$ cat src/rtl/core/iwa_pkg.sv
// shared widths, request codes and controller/datapath bundles
package iwa_pkg;

    localparam int POS_W = 31;
    localparam int VAL_W = 32;
    localparam int SW_W  = 21;
    localparam int CNT_W = 31;
    localparam int SUM_W = 64;
    localparam int WIN_W = 33;

    localparam logic [1:0] MODE_WIN = 2'd0;
    localparam logic [1:0] MODE_SIG = 2'd1;
    localparam logic [1:0] MODE_FIN = 2'd2;

    typedef struct packed {
        logic capture;
        logic set_win;
        logic add_size;
        logic clip;
        logic mul;
        logic add_sum;
        logic div_start;
        logic div_sel;
        logic take_all;
        logic take_cov;
        logic load_out;
        logic clear;
    } t_cmd;

    typedef struct packed {
        logic div_done;
    } t_sts;

endpackage

$ cat src/rtl/core/iwa_if.sv
// request and result channel interfaces
interface iwa_in_if;
    logic                                valid;
    logic                                ready;
    logic [1:0]                          mode;
    logic [iwa_pkg::POS_W-1:0]           pos_a;
    logic [iwa_pkg::POS_W-1:0]           pos_b;
    logic signed [iwa_pkg::VAL_W-1:0]    sample_value;

    modport source (output valid, mode, pos_a, pos_b, sample_value, input ready);
    modport sink   (input valid, mode, pos_a, pos_b, sample_value, output ready);
endinterface

interface iwa_out_if;
    logic                                valid;
    logic                                ready;
    logic [iwa_pkg::CNT_W-1:0]           total_size;
    logic [iwa_pkg::CNT_W-1:0]           covered;
    logic signed [iwa_pkg::SUM_W-1:0]    signal_sum;
    logic signed [iwa_pkg::VAL_W-1:0]    mean_all;
    logic signed [iwa_pkg::VAL_W-1:0]    mean_covered;
    logic signed [iwa_pkg::VAL_W-1:0]    min_val;
    logic signed [iwa_pkg::VAL_W-1:0]    max_val;
    logic                                empty_size;

    modport source (output valid, total_size, covered, signal_sum, mean_all, mean_covered,
                    min_val, max_val, empty_size, input ready);
    modport sink   (input valid, total_size, covered, signal_sum, mean_all, mean_covered,
                    min_val, max_val, empty_size, output ready);
endinterface

$ cat src/rtl/core/interval_weighted_average.sv
// top level: weighted signal average over the windows of one region
//
//  channel   dir  handshake          contents
//  i_in      in   valid/ready        mode, pos_a, pos_b, sample_value
//  o_out     out  valid/ready        region totals, means, min/max, empty flag
//  i_cfg_*   in   write enable only  sample_width
//
// one request at a time; mode 0 captures, places the window and adds its size;
// mode 1 captures, clips, multiplies and accumulates; mode 3 is ignored;
// mode 2 runs two 64-step bit-serial divisions on one shared divider
// a finished result sits in the output register while further requests are taken;
// a mode 2 request holds in its last cycle until the previous result is taken
// synchronous active-low reset clears the region accumulators and sample width
module interval_weighted_average (
    input  logic                      i_clk,
    input  logic                      i_rst_n,
    input  logic                      i_cfg_we,
    input  logic [iwa_pkg::SW_W-1:0]  i_cfg_wdata,
    iwa_in_if.sink                    i_in,
    iwa_out_if.source                 o_out
);
    import iwa_pkg::*;

    t_cmd w_cmd;
    t_sts w_sts;

    iwa_ctrl u_ctrl (
        .i_clk       (i_clk),
        .i_rst_n     (i_rst_n),
        .i_in_valid  (i_in.valid),
        .i_in_mode   (i_in.mode),
        .o_in_ready  (i_in.ready),
        .i_out_ready (o_out.ready),
        .o_out_valid (o_out.valid),
        .o_cmd       (w_cmd),
        .i_sts       (w_sts)
    );

    iwa_dp u_dp (
        .i_clk          (i_clk),
        .i_rst_n        (i_rst_n),
        .i_cmd          (w_cmd),
        .o_sts          (w_sts),
        .i_cfg_we       (i_cfg_we),
        .i_cfg_wdata    (i_cfg_wdata),
        .i_pos_a        (i_in.pos_a),
        .i_pos_b        (i_in.pos_b),
        .i_sample_value (i_in.sample_value),
        .o_total_size   (o_out.total_size),
        .o_covered      (o_out.covered),
        .o_signal_sum   (o_out.signal_sum),
        .o_mean_all     (o_out.mean_all),
        .o_mean_covered (o_out.mean_covered),
        .o_min_val      (o_out.min_val),
        .o_max_val      (o_out.max_val),
        .o_empty_size   (o_out.empty_size)
    );

endmodule

$ cat src/rtl/core/iwa_div.sv
// bit-serial signed sum by count divider with int32 saturation
module iwa_div (
    input  logic                              i_clk,
    input  logic                              i_rst_n,
    input  logic                              i_start,
    input  logic signed [iwa_pkg::SUM_W-1:0]  i_dividend,
    input  logic [iwa_pkg::CNT_W-1:0]         i_divisor,
    output logic                              o_done,
    output logic signed [iwa_pkg::VAL_W-1:0]  o_quot
);
    import iwa_pkg::*;

    localparam int STEP_W = $clog2(SUM_W + 1);

    logic [SUM_W-1:0]  r_q;
    logic [CNT_W-1:0]  r_rem;
    logic [CNT_W-1:0]  r_div;
    logic [STEP_W-1:0] r_cnt;
    logic              r_neg;
    logic              r_done;

    logic [SUM_W-1:0]  w_mag;
    logic [CNT_W:0]    w_trial;
    logic [CNT_W:0]    w_diff;
    logic              w_ge;

    assign w_mag   = i_dividend[SUM_W-1] ? (SUM_W'(0) - i_dividend) : i_dividend;
    assign w_trial = {r_rem, r_q[SUM_W-1]};
    assign w_diff  = w_trial - {1'b0, r_div};
    assign w_ge    = (w_trial >= {1'b0, r_div});

    always_ff @(posedge i_clk) begin
        if (!i_rst_n) begin
            r_cnt  <= '0;
            r_done <= 1'b0;
        end else begin
            r_done <= 1'b0;
            if (i_start) begin
                r_cnt <= STEP_W'(SUM_W);
            end else if (r_cnt != '0) begin
                r_cnt <= r_cnt - 1'b1;
                if (r_cnt == STEP_W'(1)) begin
                    r_done <= 1'b1;
                end
            end
        end
    end

    always_ff @(posedge i_clk) begin
        if (i_start) begin
            r_q   <= w_mag;
            r_rem <= '0;
            r_div <= i_divisor;
            r_neg <= i_dividend[SUM_W-1];
        end else if (r_cnt != '0) begin
            r_q   <= {r_q[SUM_W-2:0], w_ge};
            r_rem <= w_ge ? w_diff[CNT_W-1:0] : w_trial[CNT_W-1:0];
        end
    end

    always_comb begin
        if (r_neg) begin
            o_quot = (r_q[SUM_W-1:VAL_W-1] != '0) ? {1'b1, {(VAL_W-1){1'b0}}}
                                                   : (VAL_W'(0) - r_q[VAL_W-1:0]);
        end else begin
            o_quot = (r_q[SUM_W-1:VAL_W-1] != '0) ? {1'b0, {(VAL_W-1){1'b1}}}
                                                   : {1'b0, r_q[VAL_W-2:0]};
        end
    end

    assign o_done = r_done;

endmodule

$ cat src/rtl/core/iwa_dp.sv
// window, clipping, accumulator and result register datapath
module iwa_dp (
    input  logic                              i_clk,
    input  logic                              i_rst_n,
    input  iwa_pkg::t_cmd                     i_cmd,
    output iwa_pkg::t_sts                     o_sts,
    input  logic                              i_cfg_we,
    input  logic [iwa_pkg::SW_W-1:0]          i_cfg_wdata,
    input  logic [iwa_pkg::POS_W-1:0]         i_pos_a,
    input  logic [iwa_pkg::POS_W-1:0]         i_pos_b,
    input  logic signed [iwa_pkg::VAL_W-1:0]  i_sample_value,
    output logic [iwa_pkg::CNT_W-1:0]         o_total_size,
    output logic [iwa_pkg::CNT_W-1:0]         o_covered,
    output logic signed [iwa_pkg::SUM_W-1:0]  o_signal_sum,
    output logic signed [iwa_pkg::VAL_W-1:0]  o_mean_all,
    output logic signed [iwa_pkg::VAL_W-1:0]  o_mean_covered,
    output logic signed [iwa_pkg::VAL_W-1:0]  o_min_val,
    output logic signed [iwa_pkg::VAL_W-1:0]  o_max_val,
    output logic                              o_empty_size
);
    import iwa_pkg::*;

    localparam logic [CNT_W-1:0] CNT_MAX = {CNT_W{1'b1}};
    localparam logic signed [VAL_W-1:0] VAL_MAX = {1'b0, {(VAL_W-1){1'b1}}};
    localparam logic signed [VAL_W-1:0] VAL_MIN = {1'b1, {(VAL_W-1){1'b0}}};
    localparam logic signed [SUM_W-1:0] SUM_MAX = {1'b0, {(SUM_W-1){1'b1}}};
    localparam logic signed [SUM_W-1:0] SUM_MIN = {1'b1, {(SUM_W-1){1'b0}}};

    logic [POS_W-1:0]        r_a;
    logic [POS_W-1:0]        r_b;
    logic signed [VAL_W-1:0] r_val;
    logic [SW_W-1:0]         r_sw;
    logic signed [WIN_W-1:0] r_ws;
    logic signed [WIN_W-1:0] r_we;
    logic [CNT_W-1:0]        r_size;
    logic [CNT_W-1:0]        r_cover;
    logic signed [SUM_W-1:0] r_sum;
    logic signed [VAL_W-1:0] r_min;
    logic signed [VAL_W-1:0] r_max;
    logic [CNT_W-1:0]        r_cov;
    logic signed [SUM_W-1:0] r_prod;
    logic signed [VAL_W-1:0] r_m_all;
    logic signed [VAL_W-1:0] r_m_cov;

    logic signed [WIN_W-1:0] n_ws;
    logic signed [WIN_W-1:0] n_we;

    logic [POS_W:0]          w_ab;
    logic [POS_W-1:0]        w_centre;
    logic [SW_W-1:0]         w_half;
    logic [SW_W-1:0]         w_rest;
    logic signed [WIN_W-1:0] w_span;
    logic [CNT_W+1:0]        w_size_sum;
    logic signed [WIN_W-1:0] w_a;
    logic signed [WIN_W-1:0] w_b;
    logic signed [WIN_W-1:0] w_lo;
    logic signed [WIN_W-1:0] w_hi;
    logic signed [WIN_W:0]   w_cov;
    logic                    w_cov_pos;
    logic [CNT_W:0]          w_cov_sum;
    logic signed [SUM_W:0]   w_ss;
    logic signed [VAL_W-1:0] w_quot;
    logic                    w_div_done;

    // window placement
    assign w_ab     = {1'b0, r_a} + {1'b0, r_b};
    assign w_centre = w_ab[POS_W:1];
    assign w_half   = r_sw >> 1;
    assign w_rest   = r_sw - w_half;

    always_comb begin
        if (r_sw != '0) begin
            n_ws = $signed({2'b00, w_centre}) - $signed({{(WIN_W-SW_W){1'b0}}, w_half});
            n_we = $signed({2'b00, w_centre}) + $signed({{(WIN_W-SW_W){1'b0}}, w_rest});
        end else begin
            n_ws = $signed({2'b00, r_a});
            n_we = $signed({2'b00, r_b});
        end
    end

    // size accumulation, reversed window adds nothing
    assign w_span     = r_we - r_ws;
    assign w_size_sum = {2'b00, r_size} +
                        (((!w_span[WIN_W-1]) && (w_span != '0)) ?
                         {1'b0, w_span[CNT_W:0]} : {(CNT_W+2){1'b0}});

    // interval clipping
    assign w_a       = $signed({2'b00, r_a});
    assign w_b       = $signed({2'b00, r_b});
    assign w_lo      = (w_a > r_ws) ? w_a : r_ws;
    assign w_hi      = (w_b < r_we) ? w_b : r_we;
    assign w_cov     = $signed({w_hi[WIN_W-1], w_hi}) - $signed({w_lo[WIN_W-1], w_lo});
    assign w_cov_pos = !w_cov[WIN_W] && (w_cov != '0);

    assign w_cov_sum = {1'b0, r_cover} + {1'b0, r_cov};
    assign w_ss      = $signed({r_sum[SUM_W-1], r_sum}) + $signed({r_prod[SUM_W-1], r_prod});

    iwa_div u_div (
        .i_clk      (i_clk),
        .i_rst_n    (i_rst_n),
        .i_start    (i_cmd.div_start),
        .i_dividend (r_sum),
        .i_divisor  (i_cmd.div_sel ? r_cover : r_size),
        .o_done     (w_div_done),
        .o_quot     (w_quot)
    );

    assign o_sts.div_done = w_div_done;

    // config and region state
    always_ff @(posedge i_clk) begin
        if (!i_rst_n) begin
            r_sw    <= '0;
            r_ws    <= '0;
            r_we    <= '0;
            r_size  <= '0;
            r_cover <= '0;
            r_sum   <= '0;
            r_min   <= VAL_MAX;
            r_max   <= VAL_MIN;
        end else begin
            if (i_cfg_we) begin
                r_sw <= i_cfg_wdata;
            end
            if (i_cmd.set_win) begin
                r_ws <= n_ws;
                r_we <= n_we;
            end
            if (i_cmd.add_size) begin
                r_size <= (w_size_sum > {2'b00, CNT_MAX}) ? CNT_MAX : w_size_sum[CNT_W-1:0];
            end
            if (i_cmd.mul && (r_cov != '0)) begin
                r_cover <= w_cov_sum[CNT_W] ? CNT_MAX : w_cov_sum[CNT_W-1:0];
                if (r_val > r_max) begin
                    r_max <= r_val;
                end
                if (r_val < r_min) begin
                    r_min <= r_val;
                end
            end
            if (i_cmd.add_sum) begin
                if (w_ss[SUM_W] != w_ss[SUM_W-1]) begin
                    r_sum <= w_ss[SUM_W] ? SUM_MIN : SUM_MAX;
                end else begin
                    r_sum <= w_ss[SUM_W-1:0];
                end
            end
            if (i_cmd.clear) begin
                r_ws    <= '0;
                r_we    <= '0;
                r_size  <= '0;
                r_cover <= '0;
                r_sum   <= '0;
                r_min   <= VAL_MAX;
                r_max   <= VAL_MIN;
            end
        end
    end

    // request capture, working values and result register
    always_ff @(posedge i_clk) begin
        if (i_cmd.capture) begin
            r_a   <= i_pos_a;
            r_b   <= i_pos_b;
            r_val <= i_sample_value;
        end
        if (i_cmd.clip) begin
            r_cov <= w_cov_pos ? w_cov[CNT_W-1:0] : '0;
        end
        if (i_cmd.mul) begin
            r_prod <= $signed(SUM_W'({1'b0, r_cov})) * SUM_W'(r_val);
        end
        if (i_cmd.take_all) begin
            r_m_all <= w_quot;
        end
        if (i_cmd.take_cov) begin
            r_m_cov <= w_quot;
        end
        if (i_cmd.load_out) begin
            o_total_size   <= r_size;
            o_covered      <= r_cover;
            o_signal_sum   <= r_sum;
            o_mean_all     <= (r_size == '0) ? '0 : r_m_all;
            o_mean_covered <= (r_cover == '0) ? '0 : r_m_cov;
            o_min_val      <= (r_cover == '0) ? '0 : r_min;
            o_max_val      <= (r_cover == '0) ? '0 : r_max;
            o_empty_size   <= (r_size == '0);
        end
    end

endmodule

$ cat src/rtl/core/iwa_ctrl.sv
// request sequencing state machine and result valid flag
module iwa_ctrl (
    input  logic           i_clk,
    input  logic           i_rst_n,
    input  logic           i_in_valid,
    input  logic [1:0]     i_in_mode,
    output logic           o_in_ready,
    input  logic           i_out_ready,
    output logic           o_out_valid,
    output iwa_pkg::t_cmd  o_cmd,
    input  iwa_pkg::t_sts  i_sts
);
    import iwa_pkg::*;

    localparam logic [3:0] S_IDLE = 4'd0;
    localparam logic [3:0] S_WIN  = 4'd1;
    localparam logic [3:0] S_SIZE = 4'd2;
    localparam logic [3:0] S_CLIP = 4'd3;
    localparam logic [3:0] S_MUL  = 4'd4;
    localparam logic [3:0] S_ACC  = 4'd5;
    localparam logic [3:0] S_DIVA = 4'd6;
    localparam logic [3:0] S_DIVC = 4'd7;
    localparam logic [3:0] S_OUT  = 4'd8;

    logic [3:0] r_state;
    logic [3:0] n_state;
    logic       r_out_valid;
    logic       n_out_valid;
    t_cmd       w_cmd;

    always_comb begin
        w_cmd   = '0;
        n_state = r_state;
        unique case (r_state)
            S_IDLE: begin
                if (i_in_valid) begin
                    w_cmd.capture = 1'b1;
                    unique case (i_in_mode)
                        MODE_WIN: n_state = S_WIN;
                        MODE_SIG: n_state = S_CLIP;
                        MODE_FIN: begin
                            w_cmd.div_start = 1'b1;
                            n_state         = S_DIVA;
                        end
                        default:  n_state = S_IDLE;
                    endcase
                end
            end
            S_WIN: begin
                w_cmd.set_win = 1'b1;
                n_state       = S_SIZE;
            end
            S_SIZE: begin
                w_cmd.add_size = 1'b1;
                n_state        = S_IDLE;
            end
            S_CLIP: begin
                w_cmd.clip = 1'b1;
                n_state    = S_MUL;
            end
            S_MUL: begin
                w_cmd.mul = 1'b1;
                n_state   = S_ACC;
            end
            S_ACC: begin
                w_cmd.add_sum = 1'b1;
                n_state       = S_IDLE;
            end
            S_DIVA: begin
                if (i_sts.div_done) begin
                    w_cmd.take_all  = 1'b1;
                    w_cmd.div_start = 1'b1;
                    w_cmd.div_sel   = 1'b1;
                    n_state         = S_DIVC;
                end
            end
            S_DIVC: begin
                if (i_sts.div_done) begin
                    w_cmd.take_cov = 1'b1;
                    n_state        = S_OUT;
                end
            end
            S_OUT: begin
                if (!r_out_valid || i_out_ready) begin
                    w_cmd.load_out = 1'b1;
                    w_cmd.clear    = 1'b1;
                    n_state        = S_IDLE;
                end
            end
            default: n_state = S_IDLE;
        endcase
    end

    assign n_out_valid = w_cmd.load_out || (r_out_valid && !i_out_ready);

    always_ff @(posedge i_clk) begin
        if (!i_rst_n) begin
            r_state     <= S_IDLE;
            r_out_valid <= 1'b0;
        end else begin
            r_state     <= n_state;
            r_out_valid <= n_out_valid;
        end
    end

    assign o_cmd       = w_cmd;
    assign o_in_ready  = (r_state == S_IDLE);
    assign o_out_valid = r_out_valid;

    // a pending result is never overwritten
    a_no_overwrite: assert property (@(posedge i_clk) disable iff (!i_rst_n)
        w_cmd.load_out |-> (!r_out_valid || i_out_ready))
        else $error("result register overwritten");

    // divider completions only arrive while a finish request waits on them
    a_done_in_div: assert property (@(posedge i_clk) disable iff (!i_rst_n)
        i_sts.div_done |-> (r_state == S_DIVA || r_state == S_DIVC))
        else $error("divider done outside division states");

    // the output state is only reached after both quotients
    a_out_after_div: assert property (@(posedge i_clk) disable iff (!i_rst_n)
        (r_state == S_OUT) |-> ($past(r_state) == S_DIVC || $past(r_state) == S_OUT))
        else $error("output state entered without divisions");

endmodule

$ cat src/flat_wrapper.sv
// flat-port wrapper written by rule: the top's interface ports become plain ports
module interval_weighted_average_flat import iwa_pkg::*;
  (i_clk, i_rst_n, i_cfg_we, i_cfg_wdata, i_in_valid, i_in_mode, i_in_pos_a, i_in_pos_b, i_in_sample_value, i_in_ready, o_out_valid, o_out_total_size, o_out_covered, o_out_signal_sum, o_out_mean_all, o_out_mean_covered, o_out_min_val, o_out_max_val, o_out_empty_size, o_out_ready);
  iwa_in_if i_in_i ();
  iwa_out_if o_out_i ();
  input  logic i_clk;
  input  logic i_rst_n;
  input  logic i_cfg_we;
  input  logic [iwa_pkg::SW_W-1:0] i_cfg_wdata;
  input wire logic [$bits(i_in_i.valid)-1:0] i_in_valid;
  input wire logic [$bits(i_in_i.mode)-1:0] i_in_mode;
  input wire logic [$bits(i_in_i.pos_a)-1:0] i_in_pos_a;
  input wire logic [$bits(i_in_i.pos_b)-1:0] i_in_pos_b;
  input wire logic [$bits(i_in_i.sample_value)-1:0] i_in_sample_value;
  output wire logic [$bits(i_in_i.ready)-1:0] i_in_ready;
  output wire logic [$bits(o_out_i.valid)-1:0] o_out_valid;
  output wire logic [$bits(o_out_i.total_size)-1:0] o_out_total_size;
  output wire logic [$bits(o_out_i.covered)-1:0] o_out_covered;
  output wire logic [$bits(o_out_i.signal_sum)-1:0] o_out_signal_sum;
  output wire logic [$bits(o_out_i.mean_all)-1:0] o_out_mean_all;
  output wire logic [$bits(o_out_i.mean_covered)-1:0] o_out_mean_covered;
  output wire logic [$bits(o_out_i.min_val)-1:0] o_out_min_val;
  output wire logic [$bits(o_out_i.max_val)-1:0] o_out_max_val;
  output wire logic [$bits(o_out_i.empty_size)-1:0] o_out_empty_size;
  input wire logic [$bits(o_out_i.ready)-1:0] o_out_ready;
  assign i_in_i.valid = i_in_valid;
  assign i_in_i.mode = i_in_mode;
  assign i_in_i.pos_a = i_in_pos_a;
  assign i_in_i.pos_b = i_in_pos_b;
  assign i_in_i.sample_value = i_in_sample_value;
  assign i_in_ready = i_in_i.ready;
  assign o_out_valid = o_out_i.valid;
  assign o_out_total_size = o_out_i.total_size;
  assign o_out_covered = o_out_i.covered;
  assign o_out_signal_sum = o_out_i.signal_sum;
  assign o_out_mean_all = o_out_i.mean_all;
  assign o_out_mean_covered = o_out_i.mean_covered;
  assign o_out_min_val = o_out_i.min_val;
  assign o_out_max_val = o_out_i.max_val;
  assign o_out_empty_size = o_out_i.empty_size;
  assign o_out_i.ready = o_out_ready;
  interval_weighted_average u_core (.i_clk(i_clk), .i_rst_n(i_rst_n), .i_cfg_we(i_cfg_we), .i_cfg_wdata(i_cfg_wdata), .i_in(i_in_i), .o_out(o_out_i));
endmodule
$ cat config.mk
export PLATFORM = sky130hd
export DESIGN_NAME = interval_weighted_average_flat
export DESIGN_NICKNAME = d
export VERILOG_FILES = /design/src/rtl/core/iwa_pkg.sv /design/src/rtl/core/iwa_if.sv /design/src/rtl/core/interval_weighted_average.sv /design/src/rtl/core/iwa_div.sv /design/src/rtl/core/iwa_dp.sv /design/src/rtl/core/iwa_ctrl.sv /design/src/flat_wrapper.sv
export SDC_FILE = /design/constraint.sdc
export NUM_CORES = 2
export LEC_CHECK = 0
export ABC_AREA = 1
export BUFFER_PORTS_ARGS = -buffer_cell sky130_fd_sc_hd__buf_2
export CAP_MARGIN = 25
export CELL_PAD_IN_SITES_DETAIL_PLACEMENT = 0
export CELL_PAD_IN_SITES_GLOBAL_PLACEMENT = 2
export CORE_MARGIN = 5
export CORE_UTILIZATION = 41
export CTS_CLUSTER_DIAMETER = 60
export DETAILED_ROUTE_END_ITERATION = 16
export GPL_TIMING_DRIVEN = 0
export PLACE_DENSITY_LB_ADDON = 0.1
export SLEW_MARGIN = 40
export SYNTH_ARGS = -nofsm -noshare
export SYNTH_HDL_FRONTEND = slang
export SYNTH_SLANG_ARGS = --single-unit
$ cat constraint.sdc
create_clock -name i_clk -period 21.2 [get_ports i_clk]
set_input_delay 2.12 -clock i_clk [delete_from_list [all_inputs] [get_ports i_clk]]
set_output_delay 2.12 -clock i_clk [all_outputs]
set_load 0.03 [all_outputs]
* Word-level counts from Yosys, hierarchy flattened *
Cells that the tools add are included.

word-level totals
  register bits = 925
  output and inout port bits = 257

cells by class
  eq/ne operators = 16
  $add $sub $neg = 13
  $lt $le $gt $ge = 6
  reduce and logical (&&, ||, !) cells = 27
  bitwise gates (word level) = 2
  multipliers = 1
  mux-type cells = 42

operators by type and width
  operator               count
  $mux 64                5
  $mux 31                5
  $mux 32                4
  $mux 33                3
  $reduce_bool 33->1     2
  $add 64x64->65         1
  $add 31x31->32         2
  $mul 32x32->64         1
  $sub 1x64->64 const A  1
  $logic_not 31->1       2
  $reduce_bool 34->1     1
  $sub 33x33->34         1
  $add 31x32->33         1
  $gt 32x33->1           1
  $gt 33x31->1 const B   1
  $lt 32x33->1           1
  $sub 33x33->33         1
  $add 31x21->32         1
  $ge 32x31->1           1
  $gt 32x32->1           1
  $lt 32x32->1           1
  $sub 1x32->32 const A  1
  $sub 31x20->32         1
  $reduce_bool 31->1     1
  33 further kinds       67

* Depth between registers and ports, before layout *
  word-level depth = 7
  mapped depth = 38

* Modules after synthesis *
Synthesis repeated with hierarchy kept, for this count alone.

second synthesis, totals
  cells, all modules = 12597
  area, all modules = 96192.3 um^2

by module, submodules not included
  module    seq. area each (um^2)  times used  area each (um^2)  cells an instance
  iwa_dp    20759.9                1           84083.1           10666
  iwa_div   3663.5                 1           11688.7           1866
  iwa_ctrl  100.1                  1           420.4             65

* Least setup slack after synthesis *
OpenSTA, ideal clock, no wires.

  kind = input port to flip-flop
  start = input o_out_ready
  end = register u_core.u_dp.o_covered[0] (netlist name) (enable)
  setup slack = 13.374 ns
  stages on the path = 4
  data arrival time = 7.220 ns
  library setup time = 0.607 ns
  cell sequence = inv_1 -> nand2_1 -> nand2_1 -> inv_1

on the way
  cells in the longest elaborated chain, start to end = 3

RTL lines
  item                  line                source
  from (decl)           flat_wrapper.sv:25  input wire logic [$bits(o_out_i.ready)-1:0] o_out_ready;
  $logic_or 1x1->1      iwa_ctrl.sv:84      if (!r_out_valid || i_out_ready) begin
  $mux 2                iwa_ctrl.sv:84
  $mux 2                iwa_ctrl.sv:34      unique case (r_state)
  to (signal assigned)  iwa_dp.sv:181       o_covered <= r_cover;
  to (decl)             iwa_dp.sv:13        output logic [iwa_pkg::CNT_W-1:0] o_covered,

No other way between the ends.
A chain may end at the register's enable or synchronous reset.

* Worst setup path in the final report *
  start = register u_core.u_dp.r_cov[17]
  end = register u_core.u_dp.r_prod[62], data pin

on the way
  cells in the longest elaborated chain, start to end = 1

RTL lines
  item                    line           source
  from (decl)             iwa_dp.sv:40   logic [CNT_W-1:0] r_cov;
  from (signal assigned)  iwa_dp.sv:168  r_cov <= w_cov_pos ? w_cov[CNT_W-1:0] : '0;
  $mul 32x32->64          iwa_dp.sv:171  r_prod <= $signed(SUM_W'({1'b0, r_cov})) * SUM_W'(r_val);
  to (signal assigned)    iwa_dp.sv:171
  to (decl)               iwa_dp.sv:41   logic signed [SUM_W-1:0] r_prod;

No other way between the ends.

==> results.yml <==
outcome:
  status: "completed"
timing:
  final_max_slew_viol_count: 0
  finalClockSkew_ns: 0.106
  rsz0062_at_grt: "no"
  max_freq_mhz: 106
  setup_viol: 0
  fin_tns_setup_ns: 0
  slew_headroom_pct: 35.3
  worstMarginPinSlew_ns: 0.970
  min_period_ns: 9.40
  hold_viol: 0
  finalCritPeriodShare_pct: 44.4
synthesis:
  synth_cells: 12200
  synth_seq_cells: 923
  ys_types: 69
  synthFlopType: "edfxtp_1"
  yosys_warnings: 0
  yosysTopAreaCell: "edfxtp_1"
  synth_most_common_cell: "nand2_1"
  synth_common_cells: "nand2_1, inv_1, nor2_1"
  synth_edf_count: 604
  yosysTopAreaCellShare_pct: 19.3
  synth-seq-area-share_pct: 26.1
  synth_area_sq_um: 94100
  async_flop_share_pct: 0
  synthTopCellsByArea: "edfxtp_1, fa_1, nand2_1"
  synth_area_per_cell_sq_um: 7.71
clock_network:
  postCtsHoldBufs: 0
  clkTransAtPathRegs_ns: 0.06
  numCtsBuffers: 110
  cts_tree: "built"
  h-tree-depth: 3
  cts_num_sinks: 923
  post_cts_resized: 0
  cts-root-buf: "clkbuf_16"
  worstSkewPairLatency_ns: 0.84
  postCtsSetupBuffers: 0
  cts_buffer_depth: 3
layout:
  final_util_pct: 45.6
  nets: 14500
  stdcell_count: 15900
  drive_gt1_share_pct: 7.01
  areaGrowthSynthToFinish_pct: 11.0
placement:
  gp_congestion: 0.994
  port_buffers: 378
  post-dp-hpwl_mm: 333
  place_inst: 15600
detailed_routing:
  antenna_left: 0
  num_vias: 84900
  vias_per_cell: 5.35
  first_pass_iters: 5
  drc_errors: 0
  wl_per_cell_um: 25.2
  drt_first_iter_violations: 7615
  totalWireLength_mm: 399
die:
  row_count: 176
  die_width_um: 489
  die_area_sq_um: 239000
  io_pins: 379
  initial_utilization_pct: 41.1
  die_y_um: 489
  core_sq_um: 229000
global_route:
  grt_pass1_vias: 84700
  grt_antenna_before_repair: 18
  grt_pass1_wl_mm: 575
  grt_max_degree: 93
  grt_overflow: 0
  gr-usage-all-layers_pct: 32.9
worst_setup_path:
  cp-start-kind: "flop"
  crit_path_end_kind: "flop"
  worstSetupPathType: "reg2reg"
  crit_fanout: 10
  crit_arrival_ns: 9.91
  crit_required_ns: 21.70
  r2r_cells: 24
job:
  cap_violations: 0
min_path:
  hold_class: "reg2reg"
  hold_depth: 2
## kinds of logic after synthesis
logic type | after synthesis | synth area share [%]
buffers and inverters | 2946 | 11.9
other | 2 | 0.00798
flip-flops | 923 | 26.1
adder cells (fa/ha/maj) | 1629 | 28.6
XOR/XNOR | 340 | 3.16
AND/OR/NAND/NOR | 4717 | 20.5
AO/OA/AOI/OAI | 1657 | 9.78
## placed cells by master, fill, tap and decap left out, types with 111 or more instances in the layout
cell and count:
buf_2 409, fa_1 877, edfxtp_1 604, inv_1 2483
nand2_1 2758, dfxtp_1 319, a21oi_1 724, nor2_1 1161
nand4_1 111, o21ai_0 532, ha_1 752, clkbuf_2 133
nand3_1 380, xnor2_1 135, xor2_1 205, clkbuf_1 263
## flip-flops by register name, indices dropped and copies added, names as in the netlist, 32 cells and up
register                    count
u_core.u_dp.o_min_val          32
u_core.u_dp.r_we               32
u_core.u_dp.r_val              32
u_core.u_dp.o_signal_sum       64
u_core.u_dp.r_max              32
u_core.u_dp.r_min              32
u_core.u_dp.o_max_val          32
u_core.u_dp.r_m_all            32
u_core.u_dp.o_mean_all         32
u_core.u_dp.r_sum              64
u_core.u_dp.r_ws               32
u_core.u_dp.u_div.r_q          64
u_core.u_dp.o_mean_covered     32
u_core.u_dp.r_prod             64
u_core.u_dp.r_m_cov            32
## metrics by stage
step	hold WS [ns]	setup WS [ns]	cell area [sq um]
2_1_floorplan	0.437	13.37	94100
3_3_place_gp	0.451	10.62	99800
3_5_place_dp	0.457	11.87	101000
4_1_cts	0.471	11.84	104000
5_1_grt	0.489	11.58	104000
6_report	0.471	11.80	104000
## worst paths after layout
kind                                         to                                start  slack, ns
max            u_core.u_dp.r_prod[62]$_DFFE_PP_  u_core.u_dp.r_cov[17]$_SDFFCE_PN0P_      11.80
min          u_core.u_dp.r_min[30]$_SDFFE_PP1P_   u_core.u_dp.r_min[30]$_SDFFE_PP1P_       0.47
max reg2reg    u_core.u_dp.r_prod[62]$_DFFE_PP_  u_core.u_dp.r_cov[17]$_SDFFCE_PN0P_      11.80
min reg2reg  u_core.u_dp.r_min[30]$_SDFFE_PP1P_   u_core.u_dp.r_min[30]$_SDFFE_PP1P_       0.47
## critical path, cell delays in order (launching register included)
cell,delay (ns)
edfxtp_1,0.48
clkbuf_1,0.66
clkbuf_1,0.79
nand2_1,0.19
fa_1,0.54
inv_1,0.05
fa_1,0.47
fa_1,0.52
inv_1,0.06
fa_1,0.49
inv_1,0.06
fa_1,0.48
fa_1,0.61
fa_1,0.47
fa_1,0.50
ha_1,0.41
a21oi_1,0.31
o21ai_0,0.22
a21oi_1,0.45
o21ai_0,0.18
a21oi_1,0.53
inv_1,0.20
nand3_1,0.13
nand4_1,0.10
xor2_1,0.20
## area by class of cell
type                       count  area, sq um
timing repair buffer         405         2370
fill                       23400       125000
buffer                       439         1970
tap                         3026         3790
clock inverter                84         1110
clock buffer                 125         2820
antenna                        4         10.0
inverter                    2507         9420
sequential                   923        24500
multi-input combinational   8347        58500
## layer usage
| metal | up-vias | track usage, % | wire length [um] |
|---|---|---|---|
| met1 | 41500 | 45.9 | 176000 |
| met3 | 595 | 5.45 | 31200 |
| met2 | 3439 | 51.9 | 175000 |
| met4 | 8 | 11.1 | 16200 |
| met5 | - | 0.362 | 276 |
| li1 | 39400 | - | - |
Power is left out: the tool's default activity adds up to more than one toggle a clock period on the data nets, which glitch-free logic cannot reach.
